<file path="src/sv/smm_pkg.sv">
`timescale 1ns / 1ps

package smm_pkg;

    localparam int ELEM_W      = 16;
    localparam int PROD_W      = 34;
    localparam int QUEUE_DEPTH = 2;

    // what the front has found out about one element
    typedef enum logic [1:0] {
        KIND_A,
        KIND_B,
        KIND_B_LAST
    } elem_kind_t;

    typedef struct packed {
        logic signed [ELEM_W-1:0] value;
        elem_kind_t               kind;
    } queue_item_t;

    // travels with each multiply-accumulate through the back pipeline
    typedef struct packed {
        logic first_term;
        logic last_term;
        logic last_entry;
    } mac_tag_t;

endpackage

</file>
<file path="src/sv/smm_if.sv">
`timescale 1ns / 1ps

interface elem_if;
    logic                                valid;
    logic                                ready;
    logic signed [smm_pkg::ELEM_W-1:0]   element_value;

    modport source (output valid, output element_value, input ready);
    modport sink   (input valid, input element_value, output ready);
endinterface

interface result_if;
    logic                                valid;
    logic                                ready;
    logic signed [smm_pkg::PROD_W-1:0]   product_value;
    logic                                last_entry;

    modport source (output valid, output product_value, output last_entry, input ready);
    modport sink   (input valid, input product_value, input last_entry, output ready);
endinterface

</file>
<file path="src/sv/smm_ram.sv">
`timescale 1ns / 1ps

module smm_ram #(
    parameter int WIDTH = 16,
    parameter int DEPTH = 9
) (
    input  logic                     clk,
    input  logic                     we,
    input  logic [$clog2(DEPTH)-1:0] waddr,
    input  logic [WIDTH-1:0]         wdata,
    input  logic                     re,
    input  logic [$clog2(DEPTH)-1:0] raddr,
    output logic [WIDTH-1:0]         rdata
);

    logic [WIDTH-1:0] mem [DEPTH];
    logic [WIDTH-1:0] rdata_reg;

    always_ff @(posedge clk)
    begin
        if (we)
        begin
            mem[waddr] <= wdata;
        end
        if (re)
        begin
            rdata_reg <= mem[raddr];
        end
    end

    assign rdata = rdata_reg;

endmodule

</file>
<file path="src/sv/smm_queue.sv">
`timescale 1ns / 1ps

module smm_queue (
    input  logic                 clk,
    input  logic                 rst_n,
    input  logic                 push,
    input  smm_pkg::queue_item_t push_item,
    output logic                 full,
    input  logic                 pop,
    output logic                 not_empty,
    output smm_pkg::queue_item_t head_item
);

    localparam int DEPTH = smm_pkg::QUEUE_DEPTH;
    localparam int PTR_W = (DEPTH > 1) ? $clog2(DEPTH) : 1;
    localparam int CNT_W = $clog2(DEPTH + 1);

    smm_pkg::queue_item_t slot_reg [DEPTH];
    logic [PTR_W-1:0]     wr_ptr_reg, wr_ptr_next;
    logic [PTR_W-1:0]     rd_ptr_reg, rd_ptr_next;
    logic [CNT_W-1:0]     count_reg, count_next;
    logic                 do_push, do_pop;

    assign full      = (count_reg == CNT_W'(DEPTH));
    assign not_empty = (count_reg != '0);
    assign head_item = slot_reg[rd_ptr_reg];
    assign do_push   = push && !full;
    assign do_pop    = pop && not_empty;

    always_comb
    begin
        wr_ptr_next = wr_ptr_reg;
        rd_ptr_next = rd_ptr_reg;
        count_next  = count_reg;
        if (do_push)
        begin
            wr_ptr_next = (wr_ptr_reg == PTR_W'(DEPTH - 1)) ? '0 : wr_ptr_reg + 1'b1;
        end
        if (do_pop)
        begin
            rd_ptr_next = (rd_ptr_reg == PTR_W'(DEPTH - 1)) ? '0 : rd_ptr_reg + 1'b1;
        end
        if (do_push && !do_pop)
        begin
            count_next = count_reg + 1'b1;
        end
        else if (do_pop && !do_push)
        begin
            count_next = count_reg - 1'b1;
        end
    end

    always_ff @(posedge clk or negedge rst_n)
    begin
        if (!rst_n)
        begin
            wr_ptr_reg <= '0;
            rd_ptr_reg <= '0;
            count_reg  <= '0;
        end
        else
        begin
            wr_ptr_reg <= wr_ptr_next;
            rd_ptr_reg <= rd_ptr_next;
            count_reg  <= count_next;
        end
    end

    always_ff @(posedge clk)
    begin
        if (do_push)
        begin
            slot_reg[wr_ptr_reg] <= push_item;
        end
    end

endmodule

</file>
<file path="src/sv/smm_front.sv">
`timescale 1ns / 1ps

module smm_front #(
    parameter int MATRIX_ORDER = 3
) (
    input  logic                 clk,
    input  logic                 rst_n,
    elem_if.sink                 elements,
    input  logic                 queue_full,
    output logic                 push,
    output smm_pkg::queue_item_t push_item
);

    localparam int CELLS = MATRIX_ORDER * MATRIX_ORDER;
    localparam int POS_W = $clog2(2 * CELLS);

    logic [POS_W-1:0] pos_reg, pos_next;

    assign elements.ready = !queue_full;
    assign push           = elements.valid && !queue_full;

    always_comb
    begin
        push_item.value = elements.element_value;
        if (pos_reg < POS_W'(CELLS))
        begin
            push_item.kind = smm_pkg::KIND_A;
        end
        else if (pos_reg == POS_W'(2 * CELLS - 1))
        begin
            push_item.kind = smm_pkg::KIND_B_LAST;
        end
        else
        begin
            push_item.kind = smm_pkg::KIND_B;
        end
    end

    always_comb
    begin
        pos_next = pos_reg;
        if (push)
        begin
            pos_next = (pos_reg == POS_W'(2 * CELLS - 1)) ? '0 : pos_reg + 1'b1;
        end
    end

    always_ff @(posedge clk or negedge rst_n)
    begin
        if (!rst_n)
        begin
            pos_reg <= '0;
        end
        else
        begin
            pos_reg <= pos_next;
        end
    end

endmodule

</file>
<file path="src/sv/smm_back.sv">
`timescale 1ns / 1ps

module smm_back #(
    parameter int MATRIX_ORDER = 3
) (
    input  logic                 clk,
    input  logic                 rst_n,
    input  logic                 queue_not_empty,
    input  smm_pkg::queue_item_t head_item,
    output logic                 pop,
    result_if.source             products
);

    localparam int CELLS  = MATRIX_ORDER * MATRIX_ORDER;
    localparam int ADDR_W = $clog2(CELLS);
    localparam int IDX_W  = $clog2(MATRIX_ORDER);
    localparam int ELEM_W = smm_pkg::ELEM_W;
    localparam int PROD_W = smm_pkg::PROD_W;
    localparam int MUL_W  = 2 * ELEM_W;
    localparam int SUM_W  = MUL_W + $clog2(MATRIX_ORDER);
    localparam int ACC_W  = (SUM_W > PROD_W) ? SUM_W : PROD_W;

    // write side
    logic [ADDR_W-1:0] wr_addr_reg, wr_addr_next;
    logic              we_a, we_b, start;

    // issue side
    logic              busy_reg, busy_next;
    logic [IDX_W-1:0]  row_reg, row_next;
    logic [IDX_W-1:0]  col_reg, col_next;
    logic [IDX_W-1:0]  k_reg, k_next;
    logic [ADDR_W-1:0] a_addr, b_addr;
    logic              adv, issue;
    smm_pkg::mac_tag_t issue_tag;

    // pipeline
    logic                     s1_valid_reg, s1_valid_next;
    smm_pkg::mac_tag_t        s1_tag_reg;
    logic [ELEM_W-1:0]        a_data, b_data;
    logic                     s2_valid_reg, s2_valid_next;
    smm_pkg::mac_tag_t        s2_tag_reg;
    logic signed [MUL_W-1:0]  prod_reg;
    logic signed [ACC_W-1:0]  acc_reg, acc_sum;
    logic                     ovf;
    logic signed [PROD_W-1:0] sat_value;

    logic                     out_valid_reg, out_valid_next;
    logic signed [PROD_W-1:0] out_value_reg;
    logic                     out_last_reg;

    assign pop   = queue_not_empty && !busy_reg;
    assign we_a  = pop && (head_item.kind == smm_pkg::KIND_A);
    assign we_b  = pop && (head_item.kind != smm_pkg::KIND_A);
    assign start = pop && (head_item.kind == smm_pkg::KIND_B_LAST);

    // whole pipeline holds while a finished entry waits at the output
    assign adv   = !out_valid_reg || products.ready;
    assign issue = busy_reg && adv;

    assign a_addr = ADDR_W'(int'(row_reg) * MATRIX_ORDER + int'(k_reg));
    assign b_addr = ADDR_W'(int'(k_reg) * MATRIX_ORDER + int'(col_reg));

    always_comb
    begin
        issue_tag.first_term = (k_reg == '0);
        issue_tag.last_term  = (k_reg == IDX_W'(MATRIX_ORDER - 1));
        issue_tag.last_entry = issue_tag.last_term
                               && (col_reg == IDX_W'(MATRIX_ORDER - 1))
                               && (row_reg == IDX_W'(MATRIX_ORDER - 1));
    end

    smm_ram #(.WIDTH(ELEM_W), .DEPTH(CELLS)) u_left_ram (
        .clk   (clk),
        .we    (we_a),
        .waddr (wr_addr_reg),
        .wdata (head_item.value),
        .re    (issue),
        .raddr (a_addr),
        .rdata (a_data)
    );

    smm_ram #(.WIDTH(ELEM_W), .DEPTH(CELLS)) u_right_ram (
        .clk   (clk),
        .we    (we_b),
        .waddr (wr_addr_reg),
        .wdata (head_item.value),
        .re    (issue),
        .raddr (b_addr),
        .rdata (b_data)
    );

    // write address wraps per matrix; A and B arrive in order
    always_comb
    begin
        wr_addr_next = wr_addr_reg;
        if (pop)
        begin
            wr_addr_next = (wr_addr_reg == ADDR_W'(CELLS - 1)) ? '0 : wr_addr_reg + 1'b1;
        end
    end

    always_comb
    begin
        busy_next = busy_reg;
        row_next  = row_reg;
        col_next  = col_reg;
        k_next    = k_reg;
        if (start)
        begin
            busy_next = 1'b1;
            row_next  = '0;
            col_next  = '0;
            k_next    = '0;
        end
        else if (issue)
        begin
            if (k_reg == IDX_W'(MATRIX_ORDER - 1))
            begin
                k_next = '0;
                if (col_reg == IDX_W'(MATRIX_ORDER - 1))
                begin
                    col_next = '0;
                    if (row_reg == IDX_W'(MATRIX_ORDER - 1))
                    begin
                        row_next  = '0;
                        busy_next = 1'b0;
                    end
                    else
                    begin
                        row_next = row_reg + 1'b1;
                    end
                end
                else
                begin
                    col_next = col_reg + 1'b1;
                end
            end
            else
            begin
                k_next = k_reg + 1'b1;
            end
        end
    end

    assign s1_valid_next = adv ? issue : s1_valid_reg;
    assign s2_valid_next = adv ? s1_valid_reg : s2_valid_reg;

    assign acc_sum = s2_tag_reg.first_term ? ACC_W'(prod_reg) : acc_reg + ACC_W'(prod_reg);

    // clamp to the output range; bits above the output sign must all match it
    assign ovf = !((&acc_sum[ACC_W-1:PROD_W-1]) || !(|acc_sum[ACC_W-1:PROD_W-1]));

    always_comb
    begin
        if (!ovf)
        begin
            sat_value = acc_sum[PROD_W-1:0];
        end
        else if (acc_sum[ACC_W-1])
        begin
            sat_value = {1'b1, {(PROD_W-1){1'b0}}};
        end
        else
        begin
            sat_value = {1'b0, {(PROD_W-1){1'b1}}};
        end
    end

    always_comb
    begin
        out_valid_next = out_valid_reg;
        if (adv && s2_valid_reg && s2_tag_reg.last_term)
        begin
            out_valid_next = 1'b1;
        end
        else if (products.ready)
        begin
            out_valid_next = 1'b0;
        end
    end

    always_ff @(posedge clk or negedge rst_n)
    begin
        if (!rst_n)
        begin
            wr_addr_reg   <= '0;
            busy_reg      <= 1'b0;
            row_reg       <= '0;
            col_reg       <= '0;
            k_reg         <= '0;
            s1_valid_reg  <= 1'b0;
            s2_valid_reg  <= 1'b0;
            out_valid_reg <= 1'b0;
        end
        else
        begin
            wr_addr_reg   <= wr_addr_next;
            busy_reg      <= busy_next;
            row_reg       <= row_next;
            col_reg       <= col_next;
            k_reg         <= k_next;
            s1_valid_reg  <= s1_valid_next;
            s2_valid_reg  <= s2_valid_next;
            out_valid_reg <= out_valid_next;
        end
    end

    always_ff @(posedge clk)
    begin
        if (adv)
        begin
            s1_tag_reg <= issue_tag;
            s2_tag_reg <= s1_tag_reg;
            prod_reg   <= $signed(a_data) * $signed(b_data);
            if (s2_valid_reg)
            begin
                acc_reg <= acc_sum;
                if (s2_tag_reg.last_term)
                begin
                    out_value_reg <= sat_value;
                    out_last_reg  <= s2_tag_reg.last_entry;
                end
            end
        end
    end

    assign products.valid         = out_valid_reg;
    assign products.product_value = out_value_reg;
    assign products.last_entry    = out_last_reg;

endmodule

</file>
<file path="src/sv/square_matrix_multiply.sv">
`timescale 1ns / 1ps

// Square matrix multiplier. Feed the MATRIX_ORDER^2 elements of A, row-major, then those
// of B; the block returns the MATRIX_ORDER^2 entries of C = A * B row-major, 34-bit signed,
// last_entry set on the final one. Loading takes one element per cycle while the queue
// has room. The element that completes B starts the product, which runs on a single
// multiply-accumulate unit reading both matrix memories once per cycle, unless the output
// stalls, for MATRIX_ORDER^3 multiply-accumulates. Each term passes the memory read, the
// product register and the accumulator; an entry is registered at the output once its last
// term is summed. A two-entry queue sits between the input and the engine, so two more
// elements are taken while a product runs and then the input stalls. Output stalls hold
// the engine and so lengthen a product.
module square_matrix_multiply #(
    parameter int MATRIX_ORDER = 3
) (
    input  logic      clk,
    input  logic      rst_n,
    elem_if.sink      elements,
    result_if.source  products
);

    smm_pkg::queue_item_t push_item, head_item;
    logic                 push, queue_full, pop, queue_not_empty;

    smm_front #(.MATRIX_ORDER(MATRIX_ORDER)) u_front (
        .clk        (clk),
        .rst_n      (rst_n),
        .elements   (elements),
        .queue_full (queue_full),
        .push       (push),
        .push_item  (push_item)
    );

    smm_queue u_queue (
        .clk       (clk),
        .rst_n     (rst_n),
        .push      (push),
        .push_item (push_item),
        .full      (queue_full),
        .pop       (pop),
        .not_empty (queue_not_empty),
        .head_item (head_item)
    );

    smm_back #(.MATRIX_ORDER(MATRIX_ORDER)) u_back (
        .clk             (clk),
        .rst_n           (rst_n),
        .queue_not_empty (queue_not_empty),
        .head_item       (head_item),
        .pop             (pop),
        .products        (products)
    );

endmodule

</file>
<file path="src/flat_wrapper.sv">
// flat-port wrapper written by rule: the top's interface ports become plain ports
module square_matrix_multiply_flat 
#(
    parameter int MATRIX_ORDER = 3
)
  (clk, rst_n, elements_valid, elements_element_value, elements_ready, products_valid, products_product_value, products_last_entry, products_ready);
  elem_if elements_i ();
  result_if products_i ();
  input  logic clk;
  input  logic rst_n;
  input wire logic [$bits(elements_i.valid)-1:0] elements_valid;
  input wire logic [$bits(elements_i.element_value)-1:0] elements_element_value;
  output wire logic [$bits(elements_i.ready)-1:0] elements_ready;
  output wire logic [$bits(products_i.valid)-1:0] products_valid;
  output wire logic [$bits(products_i.product_value)-1:0] products_product_value;
  output wire logic [$bits(products_i.last_entry)-1:0] products_last_entry;
  input wire logic [$bits(products_i.ready)-1:0] products_ready;
  assign elements_i.valid = elements_valid;
  assign elements_i.element_value = elements_element_value;
  assign elements_ready = elements_i.ready;
  assign products_valid = products_i.valid;
  assign products_product_value = products_i.product_value;
  assign products_last_entry = products_i.last_entry;
  assign products_i.ready = products_ready;
  square_matrix_multiply #(.MATRIX_ORDER(MATRIX_ORDER)) u_core (.clk(clk), .rst_n(rst_n), .elements(elements_i), .products(products_i));
endmodule
</file>
<file path="config.mk">
export PLATFORM = sky130hd
export DESIGN_NAME = square_matrix_multiply_flat
export DESIGN_NICKNAME = d
export VERILOG_FILES = /design/src/sv/smm_pkg.sv /design/src/sv/smm_if.sv /design/src/sv/smm_ram.sv /design/src/sv/smm_queue.sv /design/src/sv/smm_front.sv /design/src/sv/smm_back.sv /design/src/sv/square_matrix_multiply.sv /design/src/flat_wrapper.sv
export SDC_FILE = /design/constraint.sdc
export NUM_CORES = 1
export LEC_CHECK = 0
export ABC_CLOCK_PERIOD_IN_PS = 6700
export BUFFER_PORTS_ARGS = -buffer_cell sky130_fd_sc_hd__clkbuf_2
export CAP_MARGIN = 20
export CORE_ASPECT_RATIO = 1.5
export CORE_MARGIN = 1
export CORE_UTILIZATION = 30
export DETAILED_ROUTE_END_ITERATION = 7
export PLACE_DENSITY = 0.54
export SYNTH_ARGS = -nofsm -noshare
export SYNTH_HDL_FRONTEND = slang
export SYNTH_SLANG_ARGS = --single-unit
</file>
<file path="constraint.sdc">
create_clock -name clk -period 6.7 [get_ports clk]
set_input_delay 1.34 -clock clk [delete_from_list [all_inputs] [get_ports clk]]
set_output_delay 1.34 -clock clk [all_outputs]
set_load 0.05 [all_outputs]
</file>
==> results of run 1 <==
## final cells by class
| class | count | area [µm²] |
|---|---|---|
| fill | 9392 | 64070 |
| sequential | 486 | 14480 |
| multi-input combinational | 1356 | 13850 |
| tap | 1278 | 1599 |
| clock buffer | 57 | 1299 |
| inverter | 312 | 1171 |
| timing repair buffer | 112 | 720.7 |
| clock inverter | 37 | 376.6 |
## worst paths after layout
path,start,slack (ns),end
max in group asynchronous,rst_n,5.55,u_core.u_back.s1_valid_reg$_DFFE_PN0N_
worst max-delay path,u_core.u_back.u_left_ram.rdata[4]$_DFFE_PP_,0.25,u_core.u_back.prod_reg[30]$_DFFE_PN_
worst min register to register,u_core.u_back.s2_tag_reg[0]$_DFFE_PN_,0.42,u_core.u_back.products.last_entry$_DFFE_PP_
worst max register to register,u_core.u_back.u_left_ram.rdata[4]$_DFFE_PP_,0.25,u_core.u_back.prod_reg[30]$_DFFE_PN_
worst min-delay path,u_core.u_back.s2_tag_reg[0]$_DFFE_PN_,0.42,u_core.u_back.products.last_entry$_DFFE_PP_
min in group asynchronous,rst_n,0.73,u_core.u_queue.wr_ptr_reg$_DFFE_PN0P_
## synthesized netlist by cell type (18+ instances only)
cell type and n:
sky130_fd_sc_hd__xor2_1 25, sky130_fd_sc_hd__mux2i_1 38, sky130_fd_sc_hd__dfrtp_1 23, sky130_fd_sc_hd__nand3_1 20
sky130_fd_sc_hd__clkbuf_1 60, sky130_fd_sc_hd__ha_1 132, sky130_fd_sc_hd__o21ai_0 79, sky130_fd_sc_hd__xnor2_1 44
sky130_fd_sc_hd__mux4_2 64, sky130_fd_sc_hd__nand2b_1 18, sky130_fd_sc_hd__nor2_1 75, sky130_fd_sc_hd__nand2_1 215
sky130_fd_sc_hd__and2_1 130, sky130_fd_sc_hd__nor3_1 24, sky130_fd_sc_hd__mux2_2 19, sky130_fd_sc_hd__a21o_1 18
sky130_fd_sc_hd__fa_1 267, sky130_fd_sc_hd__inv_1 311, sky130_fd_sc_hd__edfxtp_1 463, sky130_fd_sc_hd__a21oi_1 52
## what timing repair did
| action | CTS | global route |
|---|---|---|
| setup endpoints to repair | 0 | 3 |
| resized for setup | 0 | 2 |
| buffers inserted | 0 | 12 |
## cell families (layout without fill, tap and decap cells)
family,after synthesis,count (layout),synth area share
muxes,121,121,0.06861
AOI/OAI and AO/OA,241,241,0.05267
adders and majority gates,399,399,0.2358
and+or+nand+nor,526,526,0.08582
buffers and inverters,382,518,0.04875
DFF,486,486,0.4880
xor gates and xnor gates,69,69,0.02037
## critical path: stages, from the launching register on
cell and delay (ns):
sky130_fd_sc_hd__edfxtp_1 0.67, sky130_fd_sc_hd__and2_1 0.27, sky130_fd_sc_hd__fa_1 0.47, sky130_fd_sc_hd__inv_1 0.05, sky130_fd_sc_hd__fa_1 0.42, sky130_fd_sc_hd__fa_1 0.52, sky130_fd_sc_hd__fa_1 0.54, sky130_fd_sc_hd__inv_1 0.05
sky130_fd_sc_hd__fa_1 0.49, sky130_fd_sc_hd__fa_1 0.42, sky130_fd_sc_hd__ha_1 0.36, sky130_fd_sc_hd__a21o_1 0.20, sky130_fd_sc_hd__a21oi_1 0.24, sky130_fd_sc_hd__nor2_1 0.07, sky130_fd_sc_hd__o21a_1 0.21, sky130_fd_sc_hd__o211ai_1 0.33
sky130_fd_sc_hd__nand2_1 0.14, sky130_fd_sc_hd__a31oi_1 0.33, sky130_fd_sc_hd__nor4bb_1 0.11, sky130_fd_sc_hd__a311o_1 0.28
## layer usage
metal  global-route usage  vias to the layer above  routed length [µm]
li1                     -                     7798                   -
met1               0.1403                     8485               24370
met2               0.2468                      277               34390
met3              0.01714                      113                1760
met4              0.04336                        0                1879
met5                    0                        -                   0
## per-stage QoR
step / setup TNS, ns / worst slack (ns)
after CTS: 0 / 0.1144
after detailed placement: 0 / 0.1470
final: 0 / 0.2501
after global routing: -0.02003 / -0.01518
after floorplan: 0 / 0.4504
after global placement: 0 / 0.2640
==> impl_metrics.toml, run 1 <==
[drt]
routed_wl_mm = 62.40
vias_per_cell = 4.583
avgRoutedWirePerCell_um = 17.15
drc = 0
detail_route.iter0.violations = 880
drt-pass1-iter-count = 5
ant_nets = 0
detailed_route_via_count = 16670

[sta]
worst_clock_skew_ns = 0.05172
timing.final.crit_period_ns = 6.450
max_clock_freq_mhz = 155.0
setup_violations = 0
finalHoldViolCount = 0
max_slew_margin = 0.2853
holdWs_ns = 0.4178
slew_violations = 0
worst_slew_pin_slew_ns = 1.072
period_share = 0.9627

[clock_tree]
holdBufCountCts = 0
clkSinkCount = 486
path_clk_slew_ns = 0.08
h-tree-depth = 2
cts_tree = "done"
clock_latency_ns = 0.63
clock_tree.root_cell = "sky130_fd_sc_hd__clkbuf_16"
cts_made_buffers = 51
cts-root-to-sink-buffers = 3

[placed_design]
dp.cells = 3532
post-dp-hpwl_mm = 46.78
cell_area_after_placement_um2 = 31710
gp_congestion = 0.8815
numPortBuffers = 56

[min_path]
worst_hold_path.num_cells = 0
hold_class = "reg -> reg"

[synth]
postSynthCellCount = 2224
yosysWarnings = 0
synth.area.top_cells = "sky130_fd_sc_hd__edfxtp_1, sky130_fd_sc_hd__fa_1, sky130_fd_sc_hd__ha_1, sky130_fd_sc_hd__mux4_2, sky130_fd_sc_hd__inv_1"
synth.yosys.seq_area_share = 0.4880
synthesized_area_per_cell_um2 = 13.34
synthArstFlopShare = 0.04733
synth_edf_count = 463
synth.cell_area_um2 = 29670
leading_register_cell_type_out_of_synthesis = "sky130_fd_sc_hd__edfxtp_1"
synth_seq_cells = 486
post-synth-top-area-cell = "sky130_fd_sc_hd__edfxtp_1"
synth.top_cell.area_share = 0.4686
synthDistinctLibCells = 78
synthesis.nets = 2643

[floorplanning]
die-height_um = 387.2
floorplan.io_pins = 57
placementRows = 140
die-area_um2 = 100200
floorplan.core_area_um2 = 97570
floorplan.initialDensity = 0.3041
chipWidth_um = 258.8

[worst_setup_path]
cp_data_required_time_ns = 7.05
critPathCaptureType = "flip-flop"
ff_to_ff_path_depth = 19
crit_type = "reg -> reg"
timing.critical_path.from_type = "flip-flop"
path_max_fanout = 16
worst_ep_arrival_time_ns = 6.80

[job]
drv.max_cap_violation_count = 0

[global_route]
grt_pass1_wl_mm = 101.0
grt_max_degree = 68
initial_antenna_violation_count = 0
first_global_vias = 18530
gr-total-overflow = 0
grt_usage = 0.1278

[layout]
insertedDiodeCount = 0
layout-area-overhead-vs-synth_pct = 12.90
highest_count_cells_in_the_layout_ignoring_fill_and_taps = "sky130_fd_sc_hd__edfxtp_1, sky130_fd_sc_hd__inv_1, sky130_fd_sc_hd__fa_1"
fin_util = 0.3433
stdcell_area_um2 = 33500
layout.cells.most_common = "sky130_fd_sc_hd__edfxtp_1"
stdcell_count = 3638
layout.nets = 2738
post_route_cells_drive_above_1_share = 0.1356

[outcome]
status = "finished clean"
Power of run 1 is not shown: default switching activity piles up to over one toggle a cycle in this logic, so the estimate is an artifact.
==> inputs of run 2 (changes only) <==
BUFFER_PORTS_ARGS = -buffer_cell sky130_fd_sc_hd__buf_4   (was -buffer_cell sky130_fd_sc_hd__clkbuf_2)
==> run 2 against run 1 <==
Net effect: critical path depth grew 3; flip-flop and latch count stayed put; wire length rose by 1.3%; die area did not move; sequential share of layout area is 0.60 points lower; global-route usage rose by 0.14 points; critical endpoint is now u_core.u_back.prod_reg[25]$_DFFE_PN_; cell area is 1.4% higher; critical path type unchanged; via count up 0.91%; non-clock buffer count grew 26; first-iteration DRC count is 6.0% higher.
==> impl_metrics.toml, run 2 (synthesized netlist as in run 1, its figures left out) <==
[outcome]
status = "finished clean"

[drt]
vias_per_cell = 4.590
detailed_route_via_count = 16820
routed_wl_mm = 63.24
detail_route.iter0.violations = 933
drc = 0
drt-pass1-iter-count = 6
ant_nets = 0
avgRoutedWirePerCell_um = 17.25

[worst_setup_path]
crit_type = "reg -> reg"
critPathCaptureType = "flip-flop"
timing.critical_path.from_type = "flip-flop"
worst_ep_arrival_time_ns = 6.79
crit_path_start = "u_core.u_back.u_right_ram.rdata[4]$_DFFE_PP_"
worstReg2RegStart = "u_core.u_back.u_right_ram.rdata[4]$_DFFE_PP_"
path_max_fanout = 15
cp_data_required_time_ns = 7.05

[clock_tree]
clkSinkCount = 486
h-tree-depth = 2
path_clk_slew_ns = 0.06
holdBufCountCts = 0
clock_tree.root_cell = "sky130_fd_sc_hd__clkbuf_16"
cts-root-to-sink-buffers = 3
clock_latency_ns = 0.63
cts_tree = "done"
cts_made_buffers = 52

[layout]
insertedDiodeCount = 0
layout-area-overhead-vs-synth_pct = 14.49
fillers = 9347
post_route_cells_drive_above_1_share = 0.1433
layout.nets = 2765
highest_count_cells_in_the_layout_ignoring_fill_and_taps = "sky130_fd_sc_hd__edfxtp_1, sky130_fd_sc_hd__inv_1, sky130_fd_sc_hd__fa_1"
layout.cells.most_common = "sky130_fd_sc_hd__edfxtp_1"

[floorplanning]
placementRows = 140
die-area_um2 = 100200
floorplan.core_area_um2 = 97570
die-height_um = 387.2
floorplan.initialDensity = 0.3041
floorplan.io_pins = 57
chipWidth_um = 258.8

[global_route]
grt_usage = 0.1292
gr-total-overflow = 0
grt_pass1_wl_mm = 102.1
initial_antenna_violation_count = 0
first_global_vias = 18640
grt_max_degree = 68

[placed_design]
post-dp-hpwl_mm = 47.32
numPortBuffers = 56
pre_cts_slack_ns = 0.1549
gp_congestion = 0.8726

[sta]
timing.final.crit_period_ns = 6.439
holdWs_ns = 0.4228
final.setup.worst_slack_ns = 0.2606
max_slew_margin = 0.2965
max_clock_freq_mhz = 155.3
period_share = 0.9611
finalSetupTns_ns = 0
worst_clock_skew_ns = 0.03914
worst_slew_pin_slew_ns = 1.055
finalHoldViolCount = 0
setup_violations = 0
slew_violations = 0

[job]
drv.max_cap_violation_count = 0

[min_path]
hold_class = "reg -> reg"
min-delay-start = "u_core.u_back.s1_tag_reg[1]$_DFFE_PN_"
-- run 2: cell types whose count changed in the layout (fill, tap and decap cells not counted), sizes merged --
cell,change
buf,+82
bufinv,+1
clkbuf,-55
clkinv,+1
clkinvlp,-5
inv,+3
-- run 2: critical path, cell delays in order (launching register included) --
cell and delay, ns:
sky130_fd_sc_hd__edfxtp_1 0.43, sky130_fd_sc_hd__buf_12 0.17, sky130_fd_sc_hd__and2_1 0.17, sky130_fd_sc_hd__fa_1 0.54, sky130_fd_sc_hd__inv_1 0.05, sky130_fd_sc_hd__fa_1 0.46, sky130_fd_sc_hd__fa_1 0.51, sky130_fd_sc_hd__inv_1 0.05
sky130_fd_sc_hd__fa_1 0.49, sky130_fd_sc_hd__fa_1 0.49, sky130_fd_sc_hd__inv_1 0.05, sky130_fd_sc_hd__fa_1 0.47, sky130_fd_sc_hd__inv_1 0.04, sky130_fd_sc_hd__ha_1 0.35, sky130_fd_sc_hd__a21oi_1 0.22, sky130_fd_sc_hd__o21ai_1 0.11
sky130_fd_sc_hd__o21a_1 0.22, sky130_fd_sc_hd__a311oi_2 0.46, sky130_fd_sc_hd__nand2b_1 0.23, sky130_fd_sc_hd__a21oi_1 0.10, sky130_fd_sc_hd__a211o_1 0.31, sky130_fd_sc_hd__a21oi_2 0.15, sky130_fd_sc_hd__xnor2_1 0.07
-- run 2: path summary, 6_finish.rpt --
kind | slack, ns | cells past startpoint | to
max | 0.26 | 22 | u_core.u_back.prod_reg[25]$_DFFE_PN_
min | 0.42 | 0 | u_core.u_back.s2_tag_reg[1]$_DFFE_PN_
max reg2reg | 0.26 | 22 | u_core.u_back.prod_reg[25]$_DFFE_PN_
min reg2reg | 0.42 | 0 | u_core.u_back.s2_tag_reg[1]$_DFFE_PN_
max in group asynchronous | 5.83 | 1 | u_core.u_back.s1_valid_reg$_DFFE_PN0N_
min in group asynchronous | 0.61 | 1 | u_core.u_queue.wr_ptr_reg$_DFFE_PN0P_
-- run 2: final cells by class --
cell class	count	area, µm²	share of cell area
clock buffers	58	1345	0.03960
clock inverters	37	386.6	0.01138
inverters	312	1171	0.03448
multi-input cells	1356	13840	0.4073
flip-flops and latches	486	14480	0.4262
well taps	1278	1599	0.04707
repair buffers	138	1151	0.03389
-- run 2: per-stage QoR --
stage / instances / utilization / instance area, µm²
CTS: 3629 / 0.3446 / 33620
floorplan: 2224 / - / 29670
finish: 3665 / 0.3482 / 33970
global route: 3665 / 0.3482 / 33970
detailed placement: 3534 / 0.3269 / 31890
global placement: 3530 / 0.3261 / 31820
-- run 2: timing repair --
action	in CTS	in global routing
endpoints found under the setup margin	0	4
buffers inserted	0	33
endpoints found under the hold margin	0	0
gates resized for setup	0	1
-- run 2: metal layers --
| layer | global-route usage | vias to the layer above | wire [µm] |
|---|---|---|---|
| li1 | - | 7857 | - |
| met1 | 0.1424 | 8590 | 25030 |
| met2 | 0.2499 | 273 | 34760 |
| met3 | 0.01806 | 104 | 1883 |
| met4 | 0.04077 | 0 | 1563 |
| met5 | 0 | - | 0 |
Power of run 2 is left out for the same reason.
